[src/hdl/ahbd_pkg.sv]
// Shared types, constants and control bundles for the allpass halfband decimator.
// No dependencies; the controller, datapath and top level import this package.
`default_nettype none

package ahbd_pkg;

  // Width of the branch state, with 20 fraction bits.
  localparam int SW = 24;
  // Fraction bits of the allpass coefficients.
  localparam int FRAC = 15;

  typedef logic signed [SW-1:0]  state_t;
  typedef logic signed [SW+2:0]  wide_t;
  typedef logic signed [SW:0]    mop_t;
  typedef logic signed [16:0]    coef_t;
  typedef logic signed [SW+17:0] prod_t;

  // Allpass section coefficients, Q15.
  localparam coef_t K_EVEN0 = 17'sd2616;
  localparam coef_t K_EVEN1 = 17'sd17864;
  localparam coef_t K_ODD0  = 17'sd9300;
  localparam coef_t K_ODD1  = 17'sd27336;

  // Divide by 5 through a reciprocal: floor(b * 52429 / 2^18) is exact for b below 2^16.
  localparam coef_t RECIP5      = 17'sd52429;
  localparam int    RECIP_SHIFT = 18;
  // Quotient magnitude above 8191 saturates, so larger inputs are clamped here.
  localparam logic [15:0] B_LIMIT = 16'd40960;
  localparam logic [13:0] OUT_MAX = 14'h1FFF;

  // Multiplier operand selects.
  localparam logic [1:0] MSEL_SEC0 = 2'd0;
  localparam logic [1:0] MSEL_SEC1 = 2'd1;
  localparam logic [1:0] MSEL_OUT  = 2'd2;

  localparam wide_t WMAX = (wide_t'(1) <<< (SW - 1)) - wide_t'(1);
  localparam wide_t WMIN = -(wide_t'(1) <<< (SW - 1));

  typedef struct packed {
    logic       load_x;
    logic       mul_en;
    logic [1:0] mul_sel;
    logic       upd_mid;
    logic       upd_out;
    logic       load_out;
  } cmd_t;

  typedef struct packed {
    logic phase;
    logic out_busy;
  } status_t;

  // Clamp a widened value to the signed state range.
  function automatic state_t sat_state(input wide_t v);
    state_t r;
    if (v > WMAX) begin
      r = state_t'(WMAX);
    end else if (v < WMIN) begin
      r = state_t'(WMIN);
    end else begin
      r = state_t'(v);
    end
    return r;
  endfunction

endpackage

`default_nettype wire

[src/hdl/allpass_halfband_decimator.sv]
// Top level of the 2:1 polyphase allpass halfband decimator.
// Depends on ahbd_pkg, ahbd_ctrl and ahbd_datapath.
//
// Takes one 16-bit sample per input beat and returns one 14-bit sample for every
// second input (the even-phase ones). One multiplier is shared by both allpass
// sections and the output scaling, so a sample is worked on serially: an
// odd-phase input keeps the input side stalled through both allpass sections,
// an even-phase input also through the output scaling. A result sits in an
// output register, so the next input is taken while it waits; a new result
// waits only if the previous one has not yet been taken.
`default_nettype none

module allpass_halfband_decimator (
  input  wire logic               clk,
  input  wire logic               rst,
  input  wire logic               audio_valid,
  output logic                    audio_stall,
  input  wire logic signed [15:0] audio_sample,
  output logic                    decimated_valid,
  input  wire logic               decimated_stall,
  output logic signed [13:0]      decimated_sample
);
  import ahbd_pkg::*;

  cmd_t    cmd;
  status_t status;

  ahbd_ctrl u_ctrl (
    .clk         (clk),
    .rst         (rst),
    .audio_valid (audio_valid),
    .audio_stall (audio_stall),
    .status      (status),
    .cmd         (cmd)
  );

  ahbd_datapath u_datapath (
    .clk              (clk),
    .rst              (rst),
    .audio_sample     (audio_sample),
    .cmd              (cmd),
    .status           (status),
    .decimated_valid  (decimated_valid),
    .decimated_stall  (decimated_stall),
    .decimated_sample (decimated_sample)
  );

  // A result must never overwrite one that is still held.
  assert property (@(posedge clk) disable iff (rst)
    cmd.load_out |-> !(decimated_valid && decimated_stall))
    else $error("result loaded over a held beat");

  // Once a beat is taken the input stays stalled while the sample is in work.
  assert property (@(posedge clk) disable iff (rst)
    (audio_valid && !audio_stall) |=> audio_stall)
    else $error("input not stalled after a beat");

  // Results come only from the even branch, after which the phase is odd.
  assert property (@(posedge clk) disable iff (rst)
    cmd.load_out |-> status.phase)
    else $error("result produced on the odd phase");

endmodule

`default_nettype wire

[src/hdl/ahbd_ctrl.sv]
// Sequencer for the decimator: steps one sample through the shared multiplier.
// Depends on ahbd_pkg for the command and status bundles.
`default_nettype none

module ahbd_ctrl (
  input  wire logic             clk,
  input  wire logic             rst,
  input  wire logic             audio_valid,
  output logic                  audio_stall,
  input  wire ahbd_pkg::status_t status,
  output ahbd_pkg::cmd_t        cmd
);
  import ahbd_pkg::*;

  localparam logic [2:0] S_IDLE = 3'd0;
  localparam logic [2:0] S_MUL0 = 3'd1;
  localparam logic [2:0] S_ADD0 = 3'd2;
  localparam logic [2:0] S_MUL1 = 3'd3;
  localparam logic [2:0] S_ADD1 = 3'd4;
  localparam logic [2:0] S_MULO = 3'd5;
  localparam logic [2:0] S_DONE = 3'd6;

  logic [2:0] state;
  logic [2:0] state_next;

  assign audio_stall = (state != S_IDLE);

  // Next state and commands for the datapath.
  always_comb begin
    state_next = state;
    cmd = '0;
    unique case (state)
      S_IDLE: begin
        if (audio_valid) begin
          cmd.load_x = 1'b1;
          state_next = S_MUL0;
        end
      end
      S_MUL0: begin
        cmd.mul_en  = 1'b1;
        cmd.mul_sel = MSEL_SEC0;
        state_next  = S_ADD0;
      end
      S_ADD0: begin
        cmd.upd_mid = 1'b1;
        state_next  = S_MUL1;
      end
      S_MUL1: begin
        cmd.mul_en  = 1'b1;
        cmd.mul_sel = MSEL_SEC1;
        state_next  = S_ADD1;
      end
      S_ADD1: begin
        cmd.upd_out = 1'b1;
        // Only the even branch produces a result.
        state_next = status.phase ? S_IDLE : S_MULO;
      end
      S_MULO: begin
        cmd.mul_en  = 1'b1;
        cmd.mul_sel = MSEL_OUT;
        state_next  = S_DONE;
      end
      S_DONE: begin
        // Hold until the output register is free.
        if (!status.out_busy) begin
          cmd.load_out = 1'b1;
          state_next   = S_IDLE;
        end
      end
      default: begin
        state_next = S_IDLE;
      end
    endcase
  end

  always_ff @(posedge clk) begin
    if (rst) begin
      state <= S_IDLE;
    end else begin
      state <= state_next;
    end
  end

endmodule

`default_nettype wire

[src/hdl/ahbd_datapath.sv]
// Datapath: branch taps, shared multiplier, output scaling and the output register.
// Depends on ahbd_pkg; driven by commands from ahbd_ctrl.
`default_nettype none

module ahbd_datapath (
  input  wire logic                clk,
  input  wire logic                rst,
  input  wire logic signed [15:0]  audio_sample,
  input  wire ahbd_pkg::cmd_t      cmd,
  output ahbd_pkg::status_t        status,
  output logic                     decimated_valid,
  input  wire logic                decimated_stall,
  output logic signed [13:0]       decimated_sample
);
  import ahbd_pkg::*;

  logic   phase;
  state_t even_taps [3];
  state_t odd_taps [3];
  state_t tap [3];
  state_t x_r;
  state_t mid_r;
  prod_t  p;
  logic   neg_r;
  logic [15:0] bq;

  logic signed [20:0] x21;
  wide_t  shp;
  state_t mid_new;
  state_t y_new;
  mop_t   mop;
  coef_t  mcoef;
  coef_t  k0;
  coef_t  k1;
  mop_t   s;
  logic [SW:0] a;
  logic [SW-7:0] b;
  logic [13:0] qm;
  logic [13:0] out_next;

  assign status.phase    = phase;
  assign status.out_busy = decimated_valid & decimated_stall;

  // Taps and coefficients of the branch that the current sample belongs to.
  always_comb begin
    for (int i = 0; i < 3; i++) begin
      tap[i] = phase ? odd_taps[i] : even_taps[i];
    end
    k0 = phase ? K_ODD0 : K_EVEN0;
    k1 = phase ? K_ODD1 : K_EVEN1;
  end

  // Scaled input, 1.0 at 2^20.
  assign x21 = {audio_sample, 5'b0};

  // Floor of the product over 2^15 is the upper part of the product.
  assign shp     = wide_t'($signed(p[FRAC+SW+2:FRAC]));
  assign mid_new = sat_state(shp + wide_t'(tap[0]));
  assign y_new   = sat_state(shp + wide_t'(tap[1]));

  // Multiplier operand selection.
  always_comb begin
    unique case (cmd.mul_sel)
      MSEL_SEC0: begin
        mop   = mop_t'(x_r) - mop_t'(tap[1]);
        mcoef = k0;
      end
      MSEL_SEC1: begin
        mop   = mop_t'(mid_r) - mop_t'(tap[2]);
        mcoef = k1;
      end
      MSEL_OUT: begin
        mop   = mop_t'($signed({1'b0, bq}));
        mcoef = RECIP5;
      end
      default: begin
        mop   = '0;
        mcoef = '0;
      end
    endcase
  end

  // Sum of both branches and its magnitude over 128.
  assign s = mop_t'(y_new) + mop_t'(odd_taps[2]);
  assign a = s[SW] ? (~s + mop_t'(1)) : s;
  assign b = a[SW:7];

  // Quotient magnitude, then sign and saturation.
  assign qm       = p[RECIP_SHIFT+13:RECIP_SHIFT];
  assign out_next = neg_r ? (~qm + 14'd1) : (qm[13] ? OUT_MAX : qm);

  // Working registers.
  always_ff @(posedge clk) begin
    if (cmd.load_x) begin
      x_r <= sat_state(wide_t'(x21));
    end
    if (cmd.mul_en) begin
      p <= mop * mcoef;
    end
    if (cmd.upd_mid) begin
      mid_r <= mid_new;
    end
    if (cmd.upd_out) begin
      neg_r <= s[SW];
      bq    <= (b > B_LIMIT) ? B_LIMIT : 16'(b);
    end
    if (cmd.load_out) begin
      decimated_sample <= out_next;
    end
  end

  // Branch state and phase.
  always_ff @(posedge clk) begin
    if (rst) begin
      phase <= 1'b0;
      for (int i = 0; i < 3; i++) begin
        even_taps[i] <= '0;
        odd_taps[i]  <= '0;
      end
    end else begin
      if (cmd.upd_mid) begin
        if (phase) begin
          odd_taps[0] <= x_r;
        end else begin
          even_taps[0] <= x_r;
        end
      end
      if (cmd.upd_out) begin
        phase <= ~phase;
        if (phase) begin
          odd_taps[1] <= mid_r;
          odd_taps[2] <= y_new;
        end else begin
          even_taps[1] <= mid_r;
          even_taps[2] <= y_new;
        end
      end
    end
  end

  // Output beat register.
  always_ff @(posedge clk) begin
    if (rst) begin
      decimated_valid <= 1'b0;
    end else if (cmd.load_out) begin
      decimated_valid <= 1'b1;
    end else if (!decimated_stall) begin
      decimated_valid <= 1'b0;
    end
  end

endmodule

`default_nettype wire
[config.mk]
export PLATFORM = sky130hd
export DESIGN_NAME = allpass_halfband_decimator
export DESIGN_NICKNAME = d
export VERILOG_FILES = /design/src/hdl/ahbd_pkg.sv /design/src/hdl/allpass_halfband_decimator.sv /design/src/hdl/ahbd_ctrl.sv /design/src/hdl/ahbd_datapath.sv
export SDC_FILE = /design/constraint.sdc
export NUM_CORES = 1
export LEC_CHECK = 0
export BUFFER_PORTS_ARGS = -buffer_cell sky130_fd_sc_hd__buf_2
export CORE_MARGIN = 2
export CORE_UTILIZATION = 50
export DETAILED_ROUTE_END_ITERATION = 10
export PLACE_DENSITY = 0.68
export SYNTH_ARGS = -nofsm -noshare
export SYNTH_HDL_FRONTEND = slang
export SYNTH_SLANG_ARGS = --single-unit
[constraint.sdc]
create_clock -name clk -period 10.4 [get_ports clk]
set_input_delay 1.56 -clock clk [delete_from_list [all_inputs] [get_ports clk]]
set_output_delay 1.56 -clock clk [all_outputs]
set_load 0.005 [all_outputs]
==> impl_metrics.ini <==
[setup_path]
crit_slowest_cell = fa_1
critical_path.max_stage_delay_ps = 560
critical-path-top-cell-by-count = fa_1
timing_worst_setup_path_type = flop to flop
worstPathMaxFanout = 14
crit_arrival_ps = 10290
critical-path-top-delay-family = adder cells
setup.reg_to_reg.worst_slack_ps = 390
ff2ff_path_depth = 34
type_of_element_capturing_the_critical_path = flop
cp_num_buf_inv = 4
critPathLaunchType = flop
timing.rr.end = u_datapath.p[27]
cp.required_ps = 10680
r2r-start = u_datapath.phase

[floorplanning]
floorplan.die.height_um = 242.9
boundaryPins = 36
initial_core_util_pct = 50.62
rows = 87
die_area_mm2 = 0.05902
core_mm2 = 0.05639
floorplan.die.width_um = 242.9

[timing]
setup_viol_count_final = 0
timing.final.crit_share_pct = 96.23
rel_slew_slack_pct = 29.46
maxClockFrequency_mhz = 99.92
worst_clock_skew_ps = 19.28
post_layout_min_period_ps = 10010
worstMarginPinSlew_ps = 1056
drv_slew = 0
finalHoldViolCount = 0
timing.setup.tns_ps = 0

[global_route]
gr-usage-all-layers_pct = 27.34
globalRouteOverflowTotal = 0
grt_antenna_before_repair = 1
grt_first_pass_wirelength_um = 125500
grt_start_max_net_pins = 81
first_global_vias = 22440

[clocking]
clock_path_buffers = 3
insertion_delay_to_the_later_sink_of_the_worst_skew_pair_ps = 550
htree_num_levels = 1
cts.sink_count = 231
tritoncts.num_buffers = 24
cts.root.buffer_cell = clkbuf_16
cts.reportedPaths.clkPinSlew_ps = 70
postCtsHoldBufs = 0
cts_tree = done

[detailed_routing]
ant_nets = 0
routedWlPerCell_um = 21.00
drc = 0
drtIter0Drc = 1851
detail_route.first_pass.iterations = 6
num_vias = 22140
via_per_inst = 5.799
route.final.wire_length_um = 80180

[synth]
asyncSetResetFlopFracSynth_pct = 0
ys_seq_elements = 231
number_of_instances_in_the_synthesized_netlist = 3001
yosys.area.top_type = edfxtp_1
yosysWarningCount = 0
yosysTopAreaCellShare_pct = 23.77
yosysUniqueCellTypes = 87
syn-cell-area_mm2 = 0.02854
synth_top_flop_cell = edfxtp_1
ys_seq_area_share_pct = 24.13
postSynthAreaPerCell_um2 = 9.512
synth_enable_flop_cells = 226
synth.top_cells.by_area = edfxtp_1 24%, fa_1 24%, ha_1 12%, inv_1 6.8%, nand2_1 3.4%

[place]
dp.cells = 3765
place_congestion = 0.9805
placedInstanceArea_mm2 = 0.02976
portBuffers = 35
dp_hpwl_um = 65900

[worst_hold_path]
worst_hold_path.endpoint = u_datapath.decimated_valid
hold_path_class = flop to flop
timing.hold.worst.start = u_datapath.decimated_valid
min_path_cells = 2

[finish]
area_growth_syn_to_layout_pct = 7.465
stdcell_area_mm2 = 0.03068
num-fill-cells = 5134
design.final.nets = 3667
drive_gt1_share_pct = 6.599
post_layout_nonfiller_instances = 3818

[job]
number_of_max_cap_violations = 0

[outcome]
status = finished clean
metrics by stage:
step	utilization (%)	hold slack, ps	worst slack, ps
2_1_floorplan	-	492.3	333.6
3_3_place_gp	52.78	499.8	426.0
3_5_place_dp	52.78	506.8	262.1
4_1_cts	54.18	517.2	191.8
5_1_grt	54.40	542.1	-6.312
6_report	54.40	517.5	392.4
cell families after synthesis:
family,share of synthesized area [%]
AOI/OAI and AO/OA,11.42
xor gates and xnor gates,4.589
adders and majority gates,35.32
buffers and inverters,8.113
DFF,24.13
muxes,2.428
other,0.02631
and+or+nand+nor,13.97
synthesized netlist by cell type, drive strengths merged, types with 5 or more instances:
master / n
inv: 522
fa: 338
ha: 265
nand2: 256
edfxtp: 226
nor2: 212
a21oi: 159
o21ai: 117
and3: 101
xnor2: 98
clkbuf: 81
a21o: 67
nor3: 54
mux2i: 49
xor2: 49
nand3: 42
nor4: 41
a31oi: 25
and2: 25
nand2b: 24
nor2b: 24
mux2: 18
o21a: 17
nand4: 15
o31ai: 15
o21bai: 13
a211oi: 12
a21boi: 10
buf: 10
o211ai: 10
or3: 10
or2: 9
a2111oi: 7
a22o: 6
a311oi: 5
dfxtp: 5
state kept, by name (all words and copies together), names as in the netlist:
register and cells:
u_datapath.neg_r 1, u_ctrl.state 3, u_datapath.mid_r 24, u_datapath.x_r 16, u_datapath.bq 16, u_datapath.even_taps 64, u_datapath.decimated_valid 1, u_datapath.phase 1
u_datapath.odd_taps 64, u_datapath.decimated_sample 14, u_datapath.p 27
worst max path at each step:
stage                     startpoint  cells after the start               end
global route        u_datapath.phase                     36  u_datapath.p[36]
global placement    u_datapath.phase                     36  u_datapath.p[36]
finish              u_datapath.phase                     34  u_datapath.p[27]
detailed placement  u_datapath.phase                     36  u_datapath.p[36]
floorplan           u_datapath.phase                     37  u_datapath.p[36]
CTS                 u_datapath.phase                     36  u_datapath.p[36]
cells in the final DEF, fill, tap and decap left out, types with 14 or more instances in the layout:
master | netlist | final
inv_1 | 520 | 520
fa_1 | 338 | 338
ha_1 | 265 | 265
nand2_1 | 256 | 256
edfxtp_1 | 226 | 226
nor2_1 | 202 | 197
a21oi_1 | 157 | 157
o21ai_0 | 107 | 106
and3_1 | 101 | 101
xnor2_1 | 98 | 97
a21o_1 | 67 | 65
nor3_1 | 52 | 51
mux2i_1 | 49 | 49
xor2_1 | 49 | 48
buf_4 | 0 | 48
nor4_1 | 41 | 41
nand3_1 | 41 | 41
buf_2 | 2 | 35
conb_1 | 2 | 25
and2_1 | 24 | 24
nand2b_1 | 24 | 24
clkbuf_16 | 0 | 24
nor2b_1 | 24 | 23
a31oi_1 | 22 | 22
mux2_2 | 18 | 18
o21a_1 | 17 | 17
nand4_1 | 14 | 14
nor2_2 | 10 | 14
metal layers:
layer | global-route usage, % | routed length (um) | up-vias
li1 | - | - | 10140
met1 | 36.27 | 33400 | 10990
met2 | 45.08 | 37660 | 823
met3 | 3.162 | 4786 | 190
met4 | 12.50 | 4321 | 2
met5 | 0 | 12 | -
final cells by class:
class / count / area, um^2 / share of cell area [%]
clock inverters: 16 / 175.2 / 0.5710
clock buffers: 27 / 611.8 / 1.995
diodes: 1 / 2.502 / 0.008158
well taps: 756 / 945.9 / 3.084
flip-flops and latches: 231 / 6890 / 22.46
inverters: 522 / 1959 / 6.387
repair buffers: 85 / 566.8 / 1.848
multi-input cells: 2180 / 19520 / 63.65
tightest hold or removal path, cell delays in order, from the launching register on:
cell and delay [ps]:
dfxtp_1 310, nand2_1 100, a21oi_1 70
what timing repair did:
action / 4_1_cts / 5_1_grt
setup endpoints to repair: 0 / 16
buffers inserted: 0 / 9
resized for setup: 0 / 13
Power is not shown: default switching activity piles up to over one toggle a cycle in this logic, so the estimate is an artifact.
